**src/rtl/core/lms_pkg.sv**
```systemverilog
// Package of the LCD marquee scroller: constants, codes, FSM state type and
// the command and status structs between controller and datapath. No dependencies.
`timescale 1ns / 1ps
`default_nettype none

package lms_pkg;

	localparam int MSG_DEPTH_DEF   = 128;
	localparam int LCD_COLUMNS_DEF = 16;
	localparam int PAD_SPACES      = 3;
	localparam int MAX_RUN         = 16;
	localparam int RUN_W           = $clog2(MAX_RUN + 1);

	localparam logic [1:0] HOLD_TICKS   = 2'd3;
	localparam logic [7:0] SPACE_CHAR   = 8'h20;
	localparam logic [4:0] WIDTH_RESET  = 5'd16;

	localparam logic MODE_LOAD   = 1'b0;
	localparam logic MODE_TICK   = 1'b1;
	localparam logic KIND_CURSOR = 1'b0;
	localparam logic KIND_CHAR   = 1'b1;

	typedef enum logic [1:0] {
		CFG_ROW   = 2'd0,
		CFG_COL   = 2'd1,
		CFG_WIDTH = 2'd2,
		CFG_PAUSE = 2'd3
	} lms_cfg_t;

	typedef enum logic [1:0] {
		ST_IDLE,
		ST_PAD,
		ST_RUN
	} lms_state_t;

	typedef struct packed {
		logic accept;
		logic pad_wr;
		logic emit_cmd;
		logic issue;
		logic move;
	} lms_cmd_t;

	typedef struct packed {
		logic load_end;
		logic tick_go;
		logic pad_done;
		logic out_free;
		logic cmd_pend;
		logic remain_nz;
		logic pend;
	} lms_stat_t;

endpackage

`default_nettype wire

```
**src/rtl/core/lms_ram.sv**
```systemverilog
// Generic single-write, single-read RAM with a registered, enabled read port.
// No dependencies.
`timescale 1ns / 1ps
`default_nettype none

module lms_ram #(
	parameter int WIDTH = 8,
	parameter int DEPTH = 128
) (
	input  wire logic                     clk,
	input  wire logic                     we,
	input  wire logic [$clog2(DEPTH)-1:0] waddr,
	input  wire logic [WIDTH-1:0]         wdata,
	input  wire logic                     re,
	input  wire logic [$clog2(DEPTH)-1:0] raddr,
	output logic      [WIDTH-1:0]         rdata
);

	logic [WIDTH-1:0] mem_q [DEPTH];

	always_ff @(posedge clk) begin
		if (we) begin
			mem_q[waddr] <= wdata;
		end
		if (re) begin
			rdata <= mem_q[raddr];
		end
	end

endmodule

`default_nettype wire

```
**src/rtl/core/lms_ctrl.sv**
```systemverilog
// Controller FSM of the LCD marquee scroller: sequences loads, padding and
// the output run. Depends on lms_pkg.
`timescale 1ns / 1ps
`default_nettype none

module lms_ctrl
	import lms_pkg::*;
(
	input  wire logic      clk,
	input  wire logic      arst_n,
	input  wire logic      in_valid,
	output logic           in_ready,
	input  wire lms_stat_t stat,
	output lms_cmd_t       cmd
);

	lms_state_t state_q, state_nxt;

	always_ff @(posedge clk or negedge arst_n) begin
		if (!arst_n) begin
			state_q <= ST_IDLE;
		end else begin
			state_q <= state_nxt;
		end
	end

	always_comb begin
		state_nxt = state_q;
		case (state_q)
			ST_IDLE: begin
				if (in_valid && stat.load_end) begin
					state_nxt = ST_PAD;
				end else if (in_valid && stat.tick_go) begin
					state_nxt = ST_RUN;
				end
			end
			ST_PAD: begin
				if (stat.pad_done) begin
					state_nxt = ST_IDLE;
				end
			end
			ST_RUN: begin
				if (!stat.cmd_pend && !stat.remain_nz && !stat.pend) begin
					state_nxt = ST_IDLE;
				end
			end
			default: state_nxt = ST_IDLE;
		endcase
	end

	always_comb begin
		in_ready = 1'b0;
		cmd      = '0;
		case (state_q)
			ST_IDLE: begin
				in_ready   = 1'b1;
				cmd.accept = in_valid;
			end
			ST_PAD: begin
				cmd.pad_wr = 1'b1;
			end
			ST_RUN: begin
				// The cursor command goes out first; characters follow behind it.
				cmd.emit_cmd = stat.cmd_pend && stat.out_free;
				cmd.move     = stat.pend && stat.out_free && !stat.cmd_pend;
				cmd.issue    = stat.remain_nz && (!stat.pend || cmd.move);
			end
			default: begin
				in_ready = 1'b0;
			end
		endcase
	end

endmodule

`default_nettype wire

```
**src/rtl/core/lms_dp.sv**
```systemverilog
// Datapath of the LCD marquee scroller: configuration, message store,
// scroll state, read pipeline and output register. Depends on lms_pkg, lms_ram.
`timescale 1ns / 1ps
`default_nettype none

module lms_dp
	import lms_pkg::*;
#(
	parameter int MSG_DEPTH   = MSG_DEPTH_DEF,
	parameter int LCD_COLUMNS = LCD_COLUMNS_DEF
) (
	input  wire logic       clk,
	input  wire logic       arst_n,
	input  wire logic       cfg_valid,
	input  wire logic [1:0] cfg_index,
	input  wire logic [4:0] cfg_data,
	input  wire logic       mode,
	input  wire logic [7:0] char_in,
	input  wire logic       last_char,
	output logic            out_valid,
	input  wire logic       out_ready,
	output logic            kind,
	output logic [1:0]      out_row,
	output logic [3:0]      out_col,
	output logic [7:0]      char_out,
	output logic            last,
	input  wire lms_cmd_t   cmd,
	output lms_stat_t       stat
);

	localparam int PTR_W = $clog2(MSG_DEPTH);
	localparam int LEN_W = $clog2(MSG_DEPTH + 1);
	localparam int COL_W = $clog2(LCD_COLUMNS + 1);
	localparam int CMP_W = (COL_W > RUN_W) ? COL_W : RUN_W;
	localparam logic [LEN_W-1:0] KEEP_MAX = LEN_W'(MSG_DEPTH - PAD_SPACES);
	localparam logic [1:0] PAD_LAST = 2'(PAD_SPACES - 1);

	// Configuration registers.
	logic [1:0] cfg_row_q;
	logic [3:0] cfg_col_q;
	logic [4:0] cfg_width_q;
	logic       cfg_pause_q;

	// Message and scroll state.
	logic [LEN_W-1:0] len_q;
	logic [PTR_W-1:0] wp_q;
	logic             loading_q;
	logic [PTR_W-1:0] start_q;
	logic [1:0]       hold_q;
	logic             holding_q;
	logic [1:0]       pad_cnt_q;

	// Run state.
	logic             cmd_pend_q;
	logic [RUN_W-1:0] remain_q;
	logic             pend_q;
	logic             pend_last_q;
	logic [PTR_W-1:0] idx_q;
	logic             zero_q;
	logic             out_valid_q;
	logic             kind_q;
	logic [1:0]       row_q;
	logic [3:0]       col_q;
	logic [7:0]       char_q;
	logic             last_q;

	logic             load_acc;
	logic             tick_acc;
	logic [PTR_W-1:0] wp_base;
	logic             room_ok;
	logic [PTR_W-1:0] wp_next;
	logic [LEN_W-1:0] len_new;
	logic [CMP_W-1:0] col_ext;
	logic [CMP_W-1:0] room;
	logic [CMP_W-1:0] w_clip;
	logic [RUN_W-1:0] width_eff;
	logic [PTR_W-1:0] start_inc;
	logic [PTR_W-1:0] idx_inc;
	logic             ram_we;
	logic [PTR_W-1:0] ram_waddr;
	logic [7:0]       ram_wdata;
	logic [7:0]       ram_rdata;

	assign load_acc = cmd.accept && (mode == MODE_LOAD);
	assign tick_acc = cmd.accept && stat.tick_go;

	// A load that starts a new message restarts the write pointer.
	assign wp_base = loading_q ? wp_q : '0;
	assign room_ok = LEN_W'(wp_base) < KEEP_MAX;
	assign wp_next = room_ok ? wp_base + PTR_W'(1) : wp_base;
	assign len_new = LEN_W'(wp_next) + LEN_W'(PAD_SPACES);

	// Window width clamped to the columns left and to the longest run.
	assign col_ext   = CMP_W'(cfg_col_q);
	assign room      = (col_ext < CMP_W'(LCD_COLUMNS)) ? CMP_W'(LCD_COLUMNS) - col_ext : '0;
	assign w_clip    = (CMP_W'(cfg_width_q) > room) ? room : CMP_W'(cfg_width_q);
	assign width_eff = (w_clip > CMP_W'(MAX_RUN)) ? RUN_W'(MAX_RUN) : RUN_W'(w_clip);

	assign start_inc = ((LEN_W'(start_q) + LEN_W'(1)) >= len_q) ? '0 : start_q + PTR_W'(1);
	assign idx_inc   = ((LEN_W'(idx_q) + LEN_W'(1)) >= len_q) ? '0 : idx_q + PTR_W'(1);

	assign ram_we    = cmd.pad_wr || (load_acc && room_ok);
	assign ram_waddr = cmd.pad_wr ? wp_q + PTR_W'(pad_cnt_q) : wp_base;
	assign ram_wdata = cmd.pad_wr ? SPACE_CHAR : char_in;

	lms_ram #(
		.WIDTH(8),
		.DEPTH(MSG_DEPTH)
	) u_store (
		.clk  (clk),
		.we   (ram_we),
		.waddr(ram_waddr),
		.wdata(ram_wdata),
		.re   (cmd.issue),
		.raddr(idx_q),
		.rdata(ram_rdata)
	);

	always_comb begin
		stat.load_end  = (mode == MODE_LOAD) && last_char;
		stat.tick_go   = (mode == MODE_TICK) && !cfg_pause_q && (len_q != '0);
		stat.pad_done  = (pad_cnt_q == PAD_LAST);
		stat.out_free  = !out_valid_q || out_ready;
		stat.cmd_pend  = cmd_pend_q;
		stat.remain_nz = (remain_q != '0);
		stat.pend      = pend_q;
	end

	always_ff @(posedge clk or negedge arst_n) begin
		if (!arst_n) begin
			cfg_row_q   <= '0;
			cfg_col_q   <= '0;
			cfg_width_q <= WIDTH_RESET;
			cfg_pause_q <= 1'b0;
		end else if (cfg_valid) begin
			case (cfg_index)
				CFG_ROW:   cfg_row_q   <= cfg_data[1:0];
				CFG_COL:   cfg_col_q   <= cfg_data[3:0];
				CFG_WIDTH: cfg_width_q <= cfg_data;
				CFG_PAUSE: cfg_pause_q <= cfg_data[0];
				default:   cfg_pause_q <= cfg_pause_q;
			endcase
		end
	end

	always_ff @(posedge clk or negedge arst_n) begin
		if (!arst_n) begin
			len_q      <= '0;
			wp_q       <= '0;
			loading_q  <= 1'b0;
			start_q    <= '0;
			hold_q     <= '0;
			holding_q  <= 1'b0;
			pad_cnt_q  <= '0;
		end else begin
			if (load_acc) begin
				wp_q <= wp_next;
				if (last_char) begin
					len_q     <= len_new;
					start_q   <= '0;
					hold_q    <= HOLD_TICKS;
					holding_q <= 1'b1;
					loading_q <= 1'b0;
				end else begin
					loading_q <= 1'b1;
					if (!loading_q) begin
						len_q <= '0;
					end
				end
			end
			if (tick_acc) begin
				if (holding_q && (hold_q != 2'd0)) begin
					hold_q <= hold_q - 2'd1;
				end else begin
					holding_q <= 1'b0;
					start_q   <= start_inc;
				end
			end
			if (cmd.pad_wr) begin
				pad_cnt_q <= stat.pad_done ? 2'd0 : pad_cnt_q + 2'd1;
			end
		end
	end

	always_ff @(posedge clk or negedge arst_n) begin
		if (!arst_n) begin
			cmd_pend_q  <= 1'b0;
			remain_q    <= '0;
			pend_q      <= 1'b0;
			out_valid_q <= 1'b0;
		end else begin
			if (tick_acc) begin
				cmd_pend_q <= 1'b1;
				remain_q   <= width_eff;
			end else if (cmd.emit_cmd) begin
				cmd_pend_q <= 1'b0;
			end
			if (cmd.issue) begin
				remain_q <= remain_q - RUN_W'(1);
				pend_q   <= 1'b1;
			end else if (cmd.move) begin
				pend_q <= 1'b0;
			end
			if (cmd.emit_cmd || cmd.move) begin
				out_valid_q <= 1'b1;
			end else if (out_ready) begin
				out_valid_q <= 1'b0;
			end
		end
	end

	always_ff @(posedge clk) begin
		if (tick_acc) begin
			idx_q  <= start_q;
			zero_q <= (width_eff == '0);
		end else if (cmd.issue) begin
			idx_q <= idx_inc;
		end
		if (cmd.issue) begin
			pend_last_q <= (remain_q == RUN_W'(1));
		end
		if (cmd.emit_cmd) begin
			kind_q <= KIND_CURSOR;
			row_q  <= cfg_row_q;
			col_q  <= cfg_col_q;
			char_q <= '0;
			last_q <= zero_q;
		end else if (cmd.move) begin
			kind_q <= KIND_CHAR;
			row_q  <= '0;
			col_q  <= '0;
			char_q <= ram_rdata;
			last_q <= pend_last_q;
		end
	end

	assign out_valid = out_valid_q;
	assign kind      = kind_q;
	assign out_row   = row_q;
	assign out_col   = col_q;
	assign char_out  = char_q;
	assign last      = last_q;

endmodule

`default_nettype wire

```
**src/rtl/core/lcd_marquee_scroller_top.sv**
```systemverilog
// LCD text marquee. Load requests (mode 0) write message characters into an
// internal store of MSG_DEPTH bytes; the request flagged last_char ends the
// message, appends three spaces and restarts the scroll with a hold of three
// extra ticks. Characters past MSG_DEPTH-3 are dropped, but a dropped one that
// carries last_char still ends the message. Each tick request (mode 1) that
// arrives while scrolling is not paused and a message exists produces one
// cursor command (kind 0) followed by the window's characters (kind 1), the
// last of them flagged; the window width is clamped to LCD_COLUMNS minus the
// cursor column and to sixteen. After a final load request the padding spaces
// are written one at a time through the store's single write port, and no
// request is accepted meanwhile. The store's one registered read port
// delivers one character per cycle while the output is not stalled. A finished
// result sits in an output register, so the input side is free again while it
// waits to be taken. The store needs no clearing after reset. Configuration
// writes (cursor_row, cursor_col, window_width, paused at indexes 0 to 3) are
// always accepted and must only be issued while the block is idle.
`timescale 1ns / 1ps
`default_nettype none

module lcd_marquee_scroller_top
	import lms_pkg::*;
#(
	parameter int MSG_DEPTH   = MSG_DEPTH_DEF,
	parameter int LCD_COLUMNS = LCD_COLUMNS_DEF
) (
	input  wire logic       clk,
	input  wire logic       arst_n,
	// Configuration write channel.
	input  wire logic       cfg_valid,
	output logic            cfg_ready,
	input  wire logic [1:0] cfg_index,
	input  wire logic [4:0] cfg_data,
	// Input request channel.
	input  wire logic       in_valid,
	output logic            in_ready,
	input  wire logic       mode,
	input  wire logic [7:0] char_in,
	input  wire logic       last_char,
	// Result channel.
	output logic            out_valid,
	input  wire logic       out_ready,
	output logic            kind,
	output logic [1:0]      out_row,
	output logic [3:0]      out_col,
	output logic [7:0]      char_out,
	output logic            last
);

	lms_cmd_t  cmd;
	lms_stat_t stat;

	// Register writes are always accepted.
	assign cfg_ready = 1'b1;

	// The controller owns the request handshake and sequences the datapath.
	lms_ctrl u_ctrl (
		.clk     (clk),
		.arst_n  (arst_n),
		.in_valid(in_valid),
		.in_ready(in_ready),
		.stat    (stat),
		.cmd     (cmd)
	);

	// The datapath holds the store, the scroll state and the output register.
	lms_dp #(
		.MSG_DEPTH  (MSG_DEPTH),
		.LCD_COLUMNS(LCD_COLUMNS)
	) u_dp (
		.clk      (clk),
		.arst_n   (arst_n),
		.cfg_valid(cfg_valid),
		.cfg_index(cfg_index),
		.cfg_data (cfg_data),
		.mode     (mode),
		.char_in  (char_in),
		.last_char(last_char),
		.out_valid(out_valid),
		.out_ready(out_ready),
		.kind     (kind),
		.out_row  (out_row),
		.out_col  (out_col),
		.char_out (char_out),
		.last     (last),
		.cmd      (cmd),
		.stat     (stat)
	);

endmodule

`default_nettype wire

```
**config.mk**
```make
export PLATFORM = sky130hd
export DESIGN_NAME = lcd_marquee_scroller_top
export DESIGN_NICKNAME = d
export VERILOG_FILES = /design/src/rtl/core/lms_pkg.sv /design/src/rtl/core/lms_ram.sv /design/src/rtl/core/lms_ctrl.sv /design/src/rtl/core/lms_dp.sv /design/src/rtl/core/lcd_marquee_scroller_top.sv
export SDC_FILE = /design/constraint.sdc
export NUM_CORES = 1
export LEC_CHECK = 0
export BUFFER_PORTS_ARGS = -buffer_cell sky130_fd_sc_hd__buf_2
export CAP_MARGIN = 25
export CORE_ASPECT_RATIO = 0.7
export CORE_MARGIN = 4
export CORE_UTILIZATION = 25
export CTS_BUF_LIST = sky130_fd_sc_hd__clkbuf_8
export DETAILED_ROUTE_END_ITERATION = 8
export GPL_TIMING_DRIVEN = 0
export SLEW_MARGIN = 0
export SYNTH_ARGS = -nofsm -noshare
export SYNTH_HDL_FRONTEND = slang
export SYNTH_HIERARCHICAL = 1
export SYNTH_SLANG_ARGS = --single-unit
```
**constraint.sdc**
```tcl
create_clock -name clk -period 7.9 [get_ports clk]
set_input_delay 0.79 -clock clk [delete_from_list [all_inputs] [get_ports clk]]
set_output_delay 0.79 -clock clk [all_outputs]
set_load 0.01 [all_outputs]
```
---- Yosys cells after proc, flatten, opt, wreduce, memory -nomap -nowiden ----
Memory sizes are Yosys's and may differ from the RTL's. A register that Yosys moved wholly into a read port is not among the register bits.
Index checks and enable logic that the tools add are counted.
cells by class
  add/sub/neg operators ................... 11
  magnitude comparators ................... 6
  eq/ne operators ......................... 11
  multiplexer cells ....................... 52
  bitwise gates (word level) .............. 1
  reductions and logical operators ........ 41
operator list
  kind                 count
  $mux 7               11
  $mux 5               5
  $mux 8               3
  $mux 2               11
  $add 7x1->7 const B  3
  $mux 1               18
  $add 7x1->8 const B  2
  $ge 8x8->1           2
  $logic_and 1x1->1    15
  $reduce_bool 2->1    6
  $reduce_and 2->1     5
  $add 7x2->8 const B  1
  $eq 2x2->1 const B   4
  $mux 4               2
  $reduce_bool 8->1    1
  $add 7x2->7          1
  $lt 7x7->1 const B   1
  $pmux 2 s3           1
  $eq 5x1->1 const B   1
  $gt 5x5->1           1
  $gt 5x5->1 const B   1
  $logic_not 1->1      5
  $logic_not 5->1      1
  $lt 4x5->1 const B   1
  14 further kinds     20
storage, ports and cells
  flip-flop bits (word level) ............. 75
  bits in writable memories ............... 1024
  output and inout port bits .............. 19
  word-level logic and storage cells ...... 147
  memories kept ........................... 1
memories
  memory              words  bits a word  read ports  clocked after memory_dff  write ports  RTL line       source
  u_dp.u_store.mem_q  128    8            1           1                         1            lms_ram.sv:19  logic [WIDTH-1:0] mem_q [DEPTH];

---- Logic depth before layout (Yosys ltp) ----
Gate-level depths: netlist of the first run.
  depth in word-level cells ............... 9
  gate-level depth with buffers ........... 12
  depth with buffers taken out ............ 11

---- Hierarchy ----
Netlist of the first run, hierarchy kept.
modules (own cells, without submodules)
  module                    times used  cells an instance  area an instance (um2)  sequential area each (um2)
  lms_ram                   1           1635               39745.6                 30989.7
  lms_dp                    1           470                4439.3                  1863.0
  lms_ctrl                  1           18                 157.7                   50.0
  lcd_marquee_scroller_top  1           2                  11.3                    0.0

---- Worst setup path before layout of the first run ----
Ideal clock, no wire load.
  kind .................................... flip-flop to flip-flop
  start point ............................. register u_ctrl.state_q[0]
  end point ............................... memory u_dp.u_store.mem_q[0][0], data pin
  setup time .............................. 0.825 ns
  arrival time ............................ 4.013 ns
  data required time ...................... 7.075 ns
  slack ................................... 3.061 ns
  cell stages (with the launch flop) ...... 4
  path buffers ............................ 1
  cells stage by stage .................... dfrtp_1 -> and2b_2 -> clkbuf_1 -> nor2b_1
RTL lines
  element                   RTL line        source
  start: declaration        lms_ctrl.sv:17  lms_state_t state_q, state_nxt;
  start signal: assignment  lms_ctrl.sv:23  state_q <= state_nxt;
  end: declaration          lms_ram.sv:19

==> results.sh, run 1 <==
export IMPL_clk_pin_slew_ns=0.06
export IMPL_p_sw_mw=5.02
export IMPL_ys_types=61
export IMPL_clock_sinks=1107
export IMPL_synthCells=2125
export IMPL_hold_slack_ns=0.164
export IMPL_cp_start_kind="flip-flop"
export IMPL_via_count=22700
export IMPL_gp_congestion=0.823
export IMPL_htreeDepth=4
export IMPL_grt_overflow_total=0
export IMPL_skew_ns=0.0336
export IMPL_synth_compound_area_share_pct=1.42
export IMPL_cpLargestDelayFamily="simple AND/OR/NAND/NOR gates"
export IMPL_synth_top_area_share_pct=71.0
export IMPL_fin_ws_ns=2.55
export IMPL_wirelength_mm=115
export IMPL_dr_pass1_iters=6
export IMPL_combPwrFrac_pct=27.4
export IMPL_tns_ns=0
export IMPL_syn_area_per_cell_sq_um=20.9
export IMPL_grt_max_degree=50
export IMPL_synth_common_cells="edfxtp_1, mux4_2, nor2_1"
export IMPL_clkPwrFrac_pct=27.0
export IMPL_ys_seq_elements=1107
export IMPL_ys_warn_count=6
export IMPL_criticalPathCategory="flip-flop to flip-flop"
export IMPL_crit_path_max_fanout=10
export IMPL_status="finished, final reports clean"
export IMPL_clk_path_buf_depth=3
export IMPL_grt_pass1_vias=22300
export IMPL_path_buf_inv=4
export IMPL_synth_edf_count=1048
export IMPL_seqPwrFrac_pct=45.6
export IMPL_leakage_nw=16.2
export IMPL_end_kind="flip-flop"
export IMPL_finish_utilization_pct=29.1
export IMPL_worstMarginPinSlew_ns=1.12
export IMPL_synth_top_family_by_area="multiplexers"
export IMPL_stdcell_count=4860
export IMPL_synth_fa_ha_area_share_pct=0.948
export IMPL_dieHeight_um=360
export IMPL_final_nets=2432
export IMPL_grt_pass1_wl_mm=164
export IMPL_num_rows=129
export IMPL_finalSetupViolCount=0
export IMPL_slowest_delay_ns=0.67
export IMPL_period_minus_slack_ns=5.35
export IMPL_start_util_pct=25.1
export IMPL_cp_required_ns=8.37
export IMPL_wl_per_cell_um=23.7
export IMPL_ys_seq_area_share_pct=74.2
export IMPL_ant_nets=0
export IMPL_root_buffer="clkbuf_8"
export IMPL_synthXorXnorAreaFrac_pct=0.355
export IMPL_place_ws_ns=2.86
export IMPL_antenna_found_initial=7
export IMPL_cpMostUsedCell="clkbuf_1"
export IMPL_max_slew_margin_pct=25.5
export IMPL_slew_violations=0
export IMPL_place_inst=4569
export IMPL_vdd_drop_max_mv=0.216
export IMPL_boundaryPins=41
export IMPL_synth_fp_nets=2180
export IMPL_io_buffers=39
export IMPL_rsz0062_at_grt="false"
export IMPL_drc=0
export IMPL_drive_gt1_share_pct=28.0
export IMPL_synth_simple_area_share_pct=3.59
export IMPL_synth_area_sq_um=44400
export IMPL_yosys_area_top_type="edfxtp_1"
export IMPL_yosys_top_cells_area="edfxtp_1, mux4_2, dfrtp_1, nor2_1, ha_1"
export IMPL_arrival_ns=5.81
export IMPL_via_per_inst=4.66
export IMPL_drv_cap=0
export IMPL_fmax_mhz=187
export IMPL_coreArea_sq_um=177000
export IMPL_synth_most_common_cell="edfxtp_1"
export IMPL_p_per_area_nw_per_um2=308
export IMPL_worstSkewPairLatency_ns=0.87
export IMPL_synthMuxAreaShare_pct=18.1
export IMPL_swShare_pct=31.7
export IMPL_fin_crit_sh_pct=67.7
export IMPL_grt_usage_pct=12.3
export IMPL_fp_dieW_um=511
export IMPL_cts_tree="done"
export IMPL_area_delta_synth_final_pct=15.9
export IMPL_async_reset_ff_share_pct=4.52
export IMPL_power_internal_mw=10.8
export IMPL_synth_ff_type="edfxtp_1"
export IMPL_slowest_stage="nor2b_1"
export IMPL_dieArea_sq_um=184000
export IMPL_place_hpwl_mm=80.5
export IMPL_hold_class="input pin to flip-flop"
export IMPL_cts_inserted_buffers=159
export IMPL_drt_iter0_markers=2893
export IMPL_path_cells="and2b_2 > clkbuf_1 > nor2_1 > a21oi_1 > mux2i_1 > clkbuf_1 > nor2b_1 > nand3_1 > clkbuf_1 > buf_16 > nor2_1"
export IMPL_hold_viol=0
==> per-stage QoR <==
stage                     cell area [sq um]  total power, mW
after detailed placement              48400             11.6
after global placement                47500             11.4
final                                 51400             15.8
after floorplan                       44400             9.76
after CTS                             51300             15.9
after global routing                  51400             16.5
==> area by class of cell <==
type | instances | area, sq um
Sequential cell | 1107 | 32900
Clock buffer | 167 | 2300
Multi-Input combinational cell | 875 | 10900
Timing Repair Buffer | 91 | 1090
Antenna cell | 6 | 15.0
Fill cell | 17200 | 125000
Clock inverter | 113 | 611
Inverter | 36 | 135
Tap cell | 2358 | 2950
Buffer | 107 | 484
==> registers in the layout, indices dropped and copies added, names as in the netlist, 2 cells and up <==
register	flops
u_dp/cfg_row_q	2
u_dp/cfg_width_q	5
u_dp/u_store/rdata	8
u_dp/idx_q	7
u_dp/start_q	7
u_dp/char_out	8
u_dp/pad_cnt_q	2
u_dp/cfg_col_q	4
u_dp/u_store/mem_q	1024
u_ctrl/state_q	2
u_dp/remain_q	5
u_dp/out_row	2
u_dp/hold_q	2
u_dp/len_q	8
u_dp/wp_q	7
u_dp/out_col	4
==> path summary, 6_finish.rpt <==
check | cells after the start | endpoint | start | slack, ns
worst max register to register | 11 | u_dp/u_store/mem_q[117][2] | u_ctrl/state_q[0] | 2.55
min in group asynchronous | 2 | u_dp/wp_q[3] | arst_n | 0.38
worst max-delay path | 11 | u_dp/u_store/mem_q[117][2] | u_ctrl/state_q[0] | 2.55
max in group asynchronous | 3 | u_dp/cfg_width_q[4] | arst_n | 6.93
worst min register to register | 1 | u_dp/hold_q[0] | u_dp/hold_q[0] | 0.48
worst min-delay path | 2 | u_dp/cfg_width_q[4] | cfg_data[4] | 0.16
==> power by group through the flow <==
stage	sequential, mW	clock (mW)	combinational [mW]
2_1_floorplan	7.38	0	2.38
3_3_place_gp	7.53	0	3.92
3_5_place_dp	7.34	0	4.26
4_1_cts	7.22	4.39	4.27
5_1_grt	7.23	4.67	4.56
6_report	7.22	4.27	4.33
==> layer usage <==
metal	GRT usage, %	vias to the layer above	wire length [um]	part of all wire, %
met5	0	-	0	0
met4	3.39	0	2320	2.0
met3	5.04	189	14900	13
met1	18.1	12100	51000	44
met2	16.4	1138	47200	41
li1	-	9288	-	-
==> layout by cell type, fill, tap and decap left out, types with 21 or more instances in the layout <==
cell type	Yosys	final
o21ai_0	37	37
dfrtp_1	49	49
edfxtp_1	1048	1048
clkinv_1	0	28
ha_1	32	32
mux2_2	25	25
buf_12	0	21
clkbuf_1	57	56
buf_2	17	60
inv_1	35	94
nor2_1	154	154
nand3_1	25	25
mux4_2	336	336
clkbuf_8	0	167
nand2_1	66	66
==> timing repair <==
action,4_1_cts,5_1_grt
endpoints found under the hold margin,13,0
hold buffers,1,0
setup buffers,0,0
resized for setup,0,0
endpoints found under the setup margin,0,0
==> kinds of logic (layout without fill, tap and decap cells) <==
family                     count (synthesis)  in the layout
muxes                                    379            379
adders and majority gates                 33             33
buffers and inverters                    143            514
DFF                                     1107           1107
and+or+nand+nor                          346            346
xor gates and xnor gates                  18             18
AOI/OAI and AO/OA                         98             98
other                                      1              7
No activity file was read; power rests on OpenSTA's default activity.
==> inputs of run 2 (changes only) <==
==> constraint.sdc (replaced) <==
create_clock -name clk -period 4.3 [get_ports clk]
set_input_delay 0.43 -clock clk [delete_from_list [all_inputs] [get_ports clk]]
set_output_delay 0.43 -clock clk [all_outputs]
set_load 0.01 [all_outputs]
==> results.sh, run 2 (same netlist as run 1, synthesis figures left out) <==
export IMPL_drt_iter0_markers=2866
export IMPL_slowest_delay_ns=0.68
export IMPL_dr_pass1_iters=7
export IMPL_seqPwrFrac_pct=45.4
export IMPL_fmax_mhz=231
export IMPL_start_util_pct=25.1
export IMPL_htreeDepth=4
export IMPL_finish_utilization_pct=29.6
export IMPL_worstSkewPairLatency_ns=0.87
export IMPL_cts_inserted_buffers=159
export IMPL_num_rows=129
export IMPL_end_kind="flip-flop"
export IMPL_slowest_stage="clkbuf_2"
export IMPL_clk_path_buf_depth=3
export IMPL_status="finished, violations left"
export IMPL_fin_ws_ns=-0.0365
export IMPL_crit_path_max_fanout=10
export IMPL_boundaryPins=41
export IMPL_finalSetupViolCount=16
export IMPL_dieHeight_um=360
export IMPL_criticalPathCategory="flip-flop to flip-flop"
export IMPL_swShare_pct=32.0
export IMPL_skew_ns=0.0389
export IMPL_cp_start_kind="flip-flop"
export IMPL_grt_usage_pct=12.3
export IMPL_grt_pass1_wl_mm=164
export IMPL_hold_slack_ns=0.101
export IMPL_final_cell_mix="edfxtp_1, mux4_2, clkbuf_8, inv_1"
export IMPL_place_hpwl_mm=80.5
export IMPL_combPwrFrac_pct=27.8
export IMPL_gp_congestion=0.823
export IMPL_cp_required_ns=4.79
export IMPL_p_sw_mw=9.36
export IMPL_power_total_mw=29.2
export IMPL_clock_sinks=1107
export IMPL_fin_crit_sh_pct=101
export IMPL_coreArea_sq_um=177000
export IMPL_arrival_ns=4.83
export IMPL_io_buffers=39
export IMPL_dieArea_sq_um=184000
export IMPL_max_slew_margin_pct=27.4
export IMPL_path_cells="and2b_2 > clkbuf_2 > nor2_1 > a21oi_1 > mux2i_2 > clkbuf_2 > nor2_2 > nand2_1 > clkbuf_2 > nor2_2"
export IMPL_final_nets=2455
export IMPL_wirelength_mm=116
export IMPL_grt_max_degree=50
export IMPL_clk_pin_slew_ns=0.06
export IMPL_multi_input_area_sq_um=11400
export IMPL_rsz0062_at_grt="true"
export IMPL_via_per_inst=4.67
export IMPL_worstMarginPinSlew_ns=1.09
export IMPL_power_internal_mw=19.9
export IMPL_violations="negative setup slack"
export IMPL_via_count=22800
export IMPL_fillers=17100
export IMPL_clkPwrFrac_pct=26.8
export IMPL_antenna_found_initial=7
export IMPL_p_per_area_nw_per_um2=560
export IMPL_fp_dieW_um=511
export IMPL_drive_gt1_share_pct=33.1
export IMPL_grt_overflow_total=0
export IMPL_area_delta_synth_final_pct=17.6
export IMPL_period_minus_slack_ns=4.34
export IMPL_wl_per_cell_um=23.7
export IMPL_leakage_nw=16.3
export IMPL_placed_area_sq_um=48400
export IMPL_seq_area_sq_um=32900
export IMPL_slew_violations=0
export IMPL_layout_commonest_cell="edfxtp_1"
export IMPL_largest_reg_flops=1024
export IMPL_finalInstanceArea_sq_um=52200
export IMPL_drc=0
export IMPL_cts_tree="done"
export IMPL_vdd_drop_max_mv=0.398
export IMPL_cpMostUsedCell="clkbuf_2"
export IMPL_hold_class="input pin to flip-flop"
export IMPL_root_buffer="clkbuf_8"
export IMPL_ant_nets=0
export IMPL_hold_viol=0
export IMPL_grt_pass1_vias=22400
export IMPL_top_register="u_dp/u_store/mem_q"
export IMPL_drv_cap=0
run 2: changes by cell type in the layout (fill, tap and decap cells not counted), sizes merged:
| cell | delta |
|---|---|
| dlygate4sd3 | +17 |
| buf | +7 |
| clkbuf | -1 |
run 2: metrics by stage:
step | instances | setup WS, ns | setup TNS (ns)
2_1_floorplan | 2125 | -0.539 | -481.73
3_3_place_gp | 4522 | -5.71 | -5053.70
3_5_place_dp | 4569 | -0.741 | -263.87
4_1_cts | 4868 | -0.0663 | -2.84
5_1_grt | 4878 | -0.162 | -18.37
6_report | 4883 | -0.0365 | -0.469
run 2: repair_timing:
action,CTS,global route
setup endpoints to repair,900,821
hold buffers,18,0
buffers inserted,1,5
pin swaps,0,3
endpoints found under the hold margin,103,0
gates resized for setup,74,111
run 2: final timing paths:
| path | startpoint | endpoint | slack (ns) | cells past startpoint |
|---|---|---|---|---|
| hold / removal | char_in[3] | u_dp/u_store/mem_q[45][3] | 0.10 | 2 |
| min in group asynchronous | arst_n | u_dp/len_q[2] | 0.11 | 3 |
| setup / recovery | u_ctrl/state_q[1] | u_dp/u_store/mem_q[48][6] | -0.04 | 10 |
| max in group asynchronous | arst_n | u_dp/hold_q[0] | 3.19 | 3 |
| hold reg to reg | u_dp/hold_q[0] | u_dp/hold_q[0] | 0.48 | 1 |
| setup reg to reg | u_ctrl/state_q[1] | u_dp/u_store/mem_q[48][6] | -0.04 | 10 |
run 2: layer usage:
| metal | global-route usage, % | vias to the layer above | part of all wire [%] |
|---|---|---|---|
| met4 | 3.36 | 0 | 1.8 |
| met2 | 16.5 | 1053 | 41 |
| met1 | 18.2 | 12200 | 45 |
| li1 | - | 9349 | - |
| met3 | 4.98 | 171 | 12 |
| met5 | 0 | - | 0 |
run 2: worst max-delay path, delay by kind of cell (launching register included):
kind                   cells  cell delay, ns
AND/OR/NAND/NOR            5            1.77
AO/OA/AOI/OAI              1            0.20
multiplexers               1            0.16
buffers and inverters      3            1.37
flip-flops                 1            0.44
run 2: power by group through the flow:
stage | Clock [mW] | Sequential [mW] | Combinational [mW]
2_1_floorplan | 0 | 13.6 | 4.37
3_3_place_gp | 0 | 13.8 | 7.21
3_5_place_dp | 0 | 13.5 | 7.84
4_1_cts | 8.07 | 13.3 | 7.93
5_1_grt | 8.57 | 13.3 | 8.54
6_report | 7.84 | 13.3 | 8.13
run 2: area by class of cell:
cell class,instances,area share (%)
multi-input combinational,875,21.9
timing repair buffer,114,2.53
antenna,6,0.0288
sequential,1107,63.1
tap,2358,5.65
clock inverter,113,1.17
clock buffer,167,4.40
inverter,36,0.259
buffer,107,0.957
